[src/rtl/scrs_pkg.sv]
// Shared types, constants and helpers for the SPI command register slave.
package scrs_pkg;

  localparam int STORE_DEPTH = 256;
  localparam int STORE_AW = (STORE_DEPTH > 1) ? $clog2(STORE_DEPTH) : 1;
  localparam int BYTE_W = 8;
  localparam int CFG_IDX_W = 2;

  typedef enum logic [CFG_IDX_W-1:0] {
    REG_SYNC_CODE  = 2'd0,
    REG_READ_CODE  = 2'd1,
    REG_WRITE_CODE = 2'd2,
    REG_ERROR_CODE = 2'd3
  } reg_idx_e;

  typedef enum logic [1:0] {
    REPLY_NONE  = 2'd0,
    REPLY_ERROR = 2'd1,
    REPLY_DATA  = 2'd2
  } reply_sel_e;

  typedef struct packed {
    logic       capture;
    logic       finish;
    logic       latch_addr;
    logic       store_wr;
    logic       sync_err;
    reply_sel_e reply;
  } dp_cmd_t;

  typedef struct packed {
    logic match_sync;
    logic match_read;
    logic match_write;
    logic out_free;
  } dp_status_t;

  function automatic logic addr_ok(logic [BYTE_W-1:0] addr);
    addr_ok = ({1'b0, addr} < (BYTE_W + 1)'(STORE_DEPTH));
  endfunction

endpackage

[src/rtl/scrs_ram.sv]
// Generic single-port-write, single-port-read RAM with registered read data.
module scrs_ram #(
  parameter int Width = 8,
  parameter int Depth = 256,
  parameter int AddrW = (Depth > 1) ? $clog2(Depth) : 1
) (
  input  logic             clk_i,
  input  logic             we_i,
  input  logic [AddrW-1:0] waddr_i,
  input  logic [Width-1:0] wdata_i,
  input  logic             re_i,
  input  logic [AddrW-1:0] raddr_i,
  output logic [Width-1:0] rdata_o
);

  logic [Width-1:0] mem_q [Depth];
  logic [Width-1:0] rdata_q;

  always_ff @(posedge clk_i) begin
    if (we_i) begin
      mem_q[waddr_i] <= wdata_i;
    end
    if (re_i) begin
      rdata_q <= mem_q[raddr_i];
    end
  end

  assign rdata_o = rdata_q;

endmodule

[src/rtl/scrs_ctrl.sv]
// Controller: transaction handshake sequencing and the command/address/data phase machine.
module scrs_ctrl (
  input  logic                clk_i,
  input  logic                rst_ni,
  input  logic                in_valid_i,
  output logic                in_ready_o,
  input  scrs_pkg::dp_status_t status_i,
  output scrs_pkg::dp_cmd_t    cmd_o
);

  typedef enum logic {
    ST_IDLE = 1'b0,
    ST_EXEC = 1'b1
  } state_e;

  typedef enum logic [1:0] {
    PH_CMD  = 2'd0,
    PH_ADDR = 2'd1,
    PH_DATA = 2'd2
  } phase_e;

  state_e state_q, state_d;
  phase_e phase_q, phase_d;
  logic   pend_write_q, pend_write_d;

  always_comb begin
    cmd_o        = '0;
    cmd_o.reply  = scrs_pkg::REPLY_NONE;
    state_d      = state_q;
    phase_d      = phase_q;
    pend_write_d = pend_write_q;
    in_ready_o   = (state_q == ST_IDLE);
    unique case (state_q)
      ST_IDLE: begin
        if (in_valid_i) begin
          cmd_o.capture = 1'b1;
          state_d       = ST_EXEC;
        end
      end
      ST_EXEC: begin
        if (status_i.out_free) begin
          cmd_o.finish = 1'b1;
          state_d      = ST_IDLE;
          unique case (phase_q)
            PH_CMD: begin
              priority if (status_i.match_sync) begin
                phase_d = PH_CMD;
              end else if (status_i.match_read) begin
                pend_write_d = 1'b0;
                phase_d      = PH_ADDR;
              end else if (status_i.match_write) begin
                pend_write_d = 1'b1;
                phase_d      = PH_ADDR;
              end else begin
                cmd_o.reply    = scrs_pkg::REPLY_ERROR;
                cmd_o.sync_err = 1'b1;
                phase_d        = PH_CMD;
              end
            end
            PH_ADDR: begin
              cmd_o.latch_addr = 1'b1;
              phase_d          = PH_DATA;
              if (!pend_write_q) begin
                cmd_o.reply = scrs_pkg::REPLY_DATA;
              end
            end
            default: begin
              cmd_o.store_wr = pend_write_q;
              phase_d        = PH_CMD;
            end
          endcase
        end
      end
      default: begin
        state_d = ST_IDLE;
      end
    endcase
  end

  always_ff @(posedge clk_i or negedge rst_ni) begin
    if (!rst_ni) begin
      state_q      <= ST_IDLE;
      phase_q      <= PH_CMD;
      pend_write_q <= 1'b0;
    end else begin
      state_q      <= state_d;
      phase_q      <= phase_d;
      pend_write_q <= pend_write_d;
    end
  end

endmodule

[src/rtl/scrs_dp.sv]
// Datapath: configuration registers, byte store with valid bits, and the result register.
module scrs_dp (
  input  logic                                 clk_i,
  input  logic                                 rst_ni,
  input  logic                                 cfg_we_i,
  input  logic [scrs_pkg::CFG_IDX_W-1:0]       cfg_index_i,
  input  logic [scrs_pkg::BYTE_W-1:0]          cfg_data_i,
  input  logic [scrs_pkg::BYTE_W-1:0]          rx_byte_i,
  input  logic                                 out_ready_i,
  output logic                                 out_valid_o,
  output logic [scrs_pkg::BYTE_W-1:0]          reply_byte_o,
  output logic                                 reply_loaded_o,
  output logic                                 sync_error_o,
  output logic [scrs_pkg::BYTE_W-1:0]          led_pattern_o,
  input  scrs_pkg::dp_cmd_t                    cmd_i,
  output scrs_pkg::dp_status_t                 status_o
);

  logic [scrs_pkg::BYTE_W-1:0]   sync_code_q, read_code_q, write_code_q, error_code_q;
  logic [scrs_pkg::BYTE_W-1:0]   byte_q;
  logic [scrs_pkg::BYTE_W-1:0]   held_addr_q;
  logic [scrs_pkg::BYTE_W-1:0]   led_q;
  logic [scrs_pkg::BYTE_W-1:0]   rdata;
  logic [scrs_pkg::BYTE_W-1:0]   reply_d;
  logic [scrs_pkg::STORE_DEPTH-1:0] valid_q;
  logic                          rd_ok_q;
  logic                          out_valid_q;
  logic [scrs_pkg::BYTE_W-1:0]   reply_q;
  logic                          loaded_q, err_q;
  logic                          ram_we;
  logic [scrs_pkg::STORE_AW-1:0] raddr, waddr;

  assign raddr  = rx_byte_i[scrs_pkg::STORE_AW-1:0];
  assign waddr  = held_addr_q[scrs_pkg::STORE_AW-1:0];
  assign ram_we = cmd_i.store_wr && scrs_pkg::addr_ok(held_addr_q);

  scrs_ram #(
    .Width(scrs_pkg::BYTE_W),
    .Depth(scrs_pkg::STORE_DEPTH)
  ) u_store (
    .clk_i  (clk_i),
    .we_i   (ram_we),
    .waddr_i(waddr),
    .wdata_i(byte_q),
    .re_i   (cmd_i.capture),
    .raddr_i(raddr),
    .rdata_o(rdata)
  );

  always_ff @(posedge clk_i or negedge rst_ni) begin
    if (!rst_ni) begin
      sync_code_q  <= 8'd0;
      read_code_q  <= 8'd1;
      write_code_q <= 8'd2;
      error_code_q <= 8'd255;
    end else if (cfg_we_i) begin
      unique case (scrs_pkg::reg_idx_e'(cfg_index_i))
        scrs_pkg::REG_SYNC_CODE:  sync_code_q  <= cfg_data_i;
        scrs_pkg::REG_READ_CODE:  read_code_q  <= cfg_data_i;
        scrs_pkg::REG_WRITE_CODE: write_code_q <= cfg_data_i;
        scrs_pkg::REG_ERROR_CODE: error_code_q <= cfg_data_i;
        default: ;
      endcase
    end
  end

  always_ff @(posedge clk_i or negedge rst_ni) begin
    if (!rst_ni) begin
      valid_q     <= '0;
      led_q       <= '0;
      held_addr_q <= '0;
      out_valid_q <= 1'b0;
    end else begin
      if (ram_we) begin
        valid_q[waddr] <= 1'b1;
        if (held_addr_q == '0) begin
          led_q <= byte_q;
        end
      end
      if (cmd_i.latch_addr) begin
        held_addr_q <= byte_q;
      end
      if (cmd_i.finish) begin
        out_valid_q <= 1'b1;
      end else if (out_ready_i) begin
        out_valid_q <= 1'b0;
      end
    end
  end

  always_ff @(posedge clk_i) begin
    if (cmd_i.capture) begin
      byte_q  <= rx_byte_i;
      rd_ok_q <= scrs_pkg::addr_ok(rx_byte_i) && valid_q[raddr];
    end
    if (cmd_i.finish) begin
      reply_q  <= reply_d;
      loaded_q <= (cmd_i.reply != scrs_pkg::REPLY_NONE);
      err_q    <= cmd_i.sync_err;
    end
  end

  always_comb begin
    unique case (cmd_i.reply)
      scrs_pkg::REPLY_ERROR: reply_d = error_code_q;
      scrs_pkg::REPLY_DATA:  reply_d = rd_ok_q ? rdata : '0;
      default:               reply_d = '0;
    endcase
  end

  assign status_o.match_sync  = (byte_q == sync_code_q);
  assign status_o.match_read  = (byte_q == read_code_q);
  assign status_o.match_write = (byte_q == write_code_q);
  assign status_o.out_free    = !out_valid_q || out_ready_i;

  assign out_valid_o    = out_valid_q;
  assign reply_byte_o   = reply_q;
  assign reply_loaded_o = loaded_q;
  assign sync_error_o   = err_q;
  assign led_pattern_o  = led_q;

endmodule

[src/rtl/spi_command_register_slave_core.sv]
// Top level of the SPI command register slave: controller plus datapath.
//
//   Channel   Signals                                   Direction
//   input     in_valid_i / in_ready_o, rx_byte_i        in
//   output    out_valid_o / out_ready_i, reply_byte_o,  out
//             reply_loaded_o, sync_error_o, led_pattern_o
//   config    cfg_we_i, cfg_index_i, cfg_data_i         in
//
// A transaction accepts the byte and starts the store read in ST_IDLE, then
// decides the phase step and loads the result register in ST_EXEC.
// The registered read of the byte store is why these steps are in separate states.
// A new byte is accepted while an earlier result still waits in the output register.
// A stalled output holds ST_EXEC until the result register frees up.
// Reset clears the store's valid bits at once; no clearing pass is needed.
module spi_command_register_slave_core (
  input  logic                           clk_i,
  input  logic                           rst_ni,
  input  logic                           in_valid_i,
  output logic                           in_ready_o,
  input  logic [scrs_pkg::BYTE_W-1:0]    rx_byte_i,
  output logic                           out_valid_o,
  input  logic                           out_ready_i,
  output logic [scrs_pkg::BYTE_W-1:0]    reply_byte_o,
  output logic                           reply_loaded_o,
  output logic                           sync_error_o,
  output logic [scrs_pkg::BYTE_W-1:0]    led_pattern_o,
  input  logic                           cfg_we_i,
  input  logic [scrs_pkg::CFG_IDX_W-1:0] cfg_index_i,
  input  logic [scrs_pkg::BYTE_W-1:0]    cfg_data_i
);

  scrs_pkg::dp_cmd_t    cmd;
  scrs_pkg::dp_status_t status;

  scrs_ctrl u_ctrl (
    .clk_i     (clk_i),
    .rst_ni    (rst_ni),
    .in_valid_i(in_valid_i),
    .in_ready_o(in_ready_o),
    .status_i  (status),
    .cmd_o     (cmd)
  );

  scrs_dp u_dp (
    .clk_i         (clk_i),
    .rst_ni        (rst_ni),
    .cfg_we_i      (cfg_we_i),
    .cfg_index_i   (cfg_index_i),
    .cfg_data_i    (cfg_data_i),
    .rx_byte_i     (rx_byte_i),
    .out_ready_i   (out_ready_i),
    .out_valid_o   (out_valid_o),
    .reply_byte_o  (reply_byte_o),
    .reply_loaded_o(reply_loaded_o),
    .sync_error_o  (sync_error_o),
    .led_pattern_o (led_pattern_o),
    .cmd_i         (cmd),
    .status_o      (status)
  );

endmodule

[config.mk]
export PLATFORM = sky130hd
export DESIGN_NAME = spi_command_register_slave_core
export DESIGN_NICKNAME = d
export VERILOG_FILES = /design/src/rtl/scrs_pkg.sv /design/src/rtl/scrs_ram.sv /design/src/rtl/scrs_ctrl.sv /design/src/rtl/scrs_dp.sv /design/src/rtl/spi_command_register_slave_core.sv
export SDC_FILE = /design/constraint.sdc
export NUM_CORES = 2
export LEC_CHECK = 0
export ABC_AREA = 1
export BUFFER_PORTS_ARGS = -buffer_cell sky130_fd_sc_hd__buf_2
export CAP_MARGIN = 20
export CORE_MARGIN = 3
export CORE_UTILIZATION = 35
export DETAILED_ROUTE_END_ITERATION = 8
export HOLD_SLACK_MARGIN = 0.03
export SYNTH_ARGS = -nofsm -noshare
export SYNTH_HDL_FRONTEND = slang
export SYNTH_SLANG_ARGS = --single-unit
[constraint.sdc]
create_clock -name clk_i -period 6.77 [get_ports clk_i]
set_input_delay 0.677 -clock clk_i [delete_from_list [all_inputs] [get_ports clk_i]]
set_output_delay 0.677 -clock clk_i [all_outputs]
set_load 0.05 [all_outputs]
==> results.ini <==
[status]
status = finished clean

[placed_design]
gp_congestion = 0.873
port_buffers = 42
place_hpwl_mm = 147
placed_area_um2 = 100000

[pwr]
p_sw_uw = 8480
comb_power_share_pct = 9.9
switching_share_pct = 25.5
p_int_uw = 24800
p_clk_share_pct = 39.8
leakage_uw = 0.0393
irDropWorstVdd_mv = 0.363
power_frac_seq_pct = 50.3
power_density_nw_per_um2 = 308

[routing]
detail_route.wl_per_cell_um = 22.6
ant_nets = 0
finalWirelength_mm = 271
drcViolationCount = 0
drtPass1Iterations = 8
vias = 63800
drt-initial-drc-count = 7383
routed_via_density = 5.32

[clocking]
clk_latency_ps = 890
clock-sinks = 2384
cts_root_buf = clkbuf_16
cts_tree = yes
cts_buffers = 235
cts.clk_slew.worst_paths_ps = 60
ctsResizeCount = 0
clock_path_buffers = 3
htreeDepth = 4

[grt]
gr-usage-met3_pct = 3.44
first_global_vias = 60900
grt_usage_pct = 18.9
antenna_found_initial = 3
grt_pass1_wl_mm = 400
overflow = 0
grt_util_met2_pct = 30.1
top_usage_layer = met2
use_met1_pct = 25.6
grt_max_degree = 184

[final_layout]
nFillCells = 25800
fin_area_um2 = 108000
layout.nets = 8207
drive_gt1_share_pct = 8.85
final_common_cell = nand2_1
final_cell_mix = nand2_1 (2,428), nand3_1 (2,277), edfxtp_1 (2,075)
syn2layout_area_growth_pct = 12.0

[run]
maxCapViolations = 0

[die]
io_pins = 43
start_util_pct = 35.2
die_y_um = 531
dieWidth_um = 531
core_um2 = 274000
die_area_um2 = 282000
rows = 192

[timing]
finClkSkew_ps = 39.5
period_needed_ps = 4000
fin_tns_setup_ps = 0
drv_slew = 0
finalSetupViolCount = 0
post-route-period-util_pct = 59.0
hold_viol = 0
rsz0062_at_grt = no
slew_headroom_pct = 24.8
worst_slew_pin_slew_ps = 1130
fmax_mhz = 250

[logic_synthesis]
synth_top_area_share_pct = 64.6
synth_flop_cell = edfxtp_1
synth_xor_area_share_pct = 0.173
synth-warning-count = 0
synth_top_family_by_area = simple AND/OR/NAND/NOR gates
syn_area_um2 = 96400
synth_simple_gate_area_share_pct = 24.2
synthTopCellsByArea = edfxtp_1 (65%), nand3_1 (12%), nand2_1 (9.5%)
ys_seq_area_share_pct = 72.7
synth-async-reset-ratio_pct = 13.0
syn_inst = 8345
synth_edf_count = 2075
synth_compound_area_share_pct = 0.374
ys_seq_elements = 2384
syn_nets = 8371
synth_area_per_cell_um2 = 11.6
synth_mux_area_share_pct = 0
synth_fa_ha_area_share_pct = 0.0389
synth_top_area_cell = edfxtp_1
synthDistinctLibCells = 30

[critical_path]
crit_required_ps = 7270
worst-path-max-fanout = 16
crit_type = flip-flop to flip-flop
critPathArrivalTime_ps = 4500
cp-end-kind = flip-flop
ff2ff_setup_slack_ps = 2770
crit_path_start_kind = flip-flop

[min_path]
min_path_type = input port to flip-flop

==> layer usage <==
layer / vias up / wire length (um)
met2: 2683 / 127000
met4: 2 / 10300
met1: 31700 / 112000
met3: 492 / 21600
li1: 29000 / -
met5: - / 13
==> worst max-delay path, stage by stage, from the launching register on <==
cell and delay (ps):
dfrtp_1 400, inv_2 60, nor2_1 60, nor2_4 70, buf_4 210, inv_2 70
nor3_2 270, inv_2 120, nor3_2 640, nand2_1 790, nor2_1 910
==> cell families after synthesis <==
kind of cell    Yosys count
fa+ha+maj                 3
xor+xnor                 19
flops                  2384
compound gates           72
simple gates           5269
buf+inv                 598
==> worst paths after layout <==
check                                                            end  cells after the start                    startpoint
worst max register to register  u_dp.u_store.mem_q[102][6]$_DFFE_PP_                     10  u_dp.out_valid_o$_DFFE_PN0P_
min in group asynchronous              u_dp.valid_q[236]$_DFFE_PN0P_                      2                        rst_ni
max in group asynchronous          u_dp.led_pattern_o[2]$_DFFE_PN0P_                      3                        rst_ni
worst max-delay path            u_dp.u_store.mem_q[102][6]$_DFFE_PP_                     10  u_dp.out_valid_o$_DFFE_PN0P_
worst min-delay path                u_dp.write_code_q[1]$_DFFE_PN1P_                      3                 cfg_data_i[1]
worst min register to register          u_dp.valid_q[39]$_DFFE_PN0P_                      1  u_dp.valid_q[39]$_DFFE_PN0P_
==> metrics by stage <==
| step | cells | hold slack [ps] | total power [uW] | setup slack [ps] | utilization (%) |
|---|---|---|---|---|---|
| after CTS | 12000 | 41.2 | 33400 | 2760 | 39.4 |
| after detailed placement | 11500 | 445 | 20300 | 2430 | 36.5 |
| final | 12000 | 99.2 | 33200 | 2770 | 39.4 |
| after global routing | 12000 | 84.8 | 34200 | 2670 | 39.4 |
| after floorplan | 8345 | 381 | 18700 | 1480 | - |
| after global placement | 11500 | 438 | 20300 | 2450 | 36.5 |
==> synth_stat cells (2+ instances only) <==
cell,count
ha_1,3
edfxtp_1,2075
nor3_1,2
xnor2_1,14
nand3_1,2277
xor2_1,5
a21oi_1,14
dfrtp_1,299
clkinv_1,3
inv_2,10
clkbuf_1,252
or2_2,196
nand2_1,2444
nand4_1,4
buf_2,179
buf_1,112
nor2_1,276
dfstp_2,10
or2_1,58
o21ai_1,8
nor3_2,5
inv_1,41
and3b_1,2
o21ai_0,50
==> area by class of cell <==
type / count / area [um2] / share of cell area [%]
Antenna cell: 5 / 12.5 / 0.0116
Clock buffer: 338 / 6690 / 6.19
Clock inverter: 110 / 1230 / 1.14
Inverter: 54 / 233 / 0.215
Multi-Input combinational cell: 5363 / 23900 / 22.2
Sequential cell: 2384 / 70100 / 64.8
Tap cell: 3589 / 4490 / 4.16
Timing Repair Buffer: 143 / 1380 / 1.28
==> power groups by stage <==
stage                     combinational, uW  sequential (uW)  clock, uW
final                                  3290            16700      13200
after global routing                   3490            16700      14000
after CTS                              3290            16700      13400
after detailed placement               3280            17000          0
after global placement                 3240            17000          0
after floorplan                        1230            17500          0
==> state kept, by name, indices dropped and copies added (netlist names), 2 cells and up <==
signal,cells
u_dp.u_store.mem_q,2048
u_dp.valid_q,256
u_dp.byte_q,8
u_dp.error_code_q,8
u_dp.held_addr_q,8
u_dp.led_pattern_o,8
u_dp.read_code_q,8
u_dp.reply_byte_o,8
u_dp.sync_code_q,8
u_dp.u_store.rdata_o,8
u_dp.write_code_q,8
u_ctrl.phase_q,2
==> timing repair <==
action	4_1_cts	5_1_grt
hold buffers	3	0
buffers inserted	0	0
hold endpoints to repair	72	0
setup endpoints to repair	0	0
Note: power is estimated with default switching activity, not from simulation.
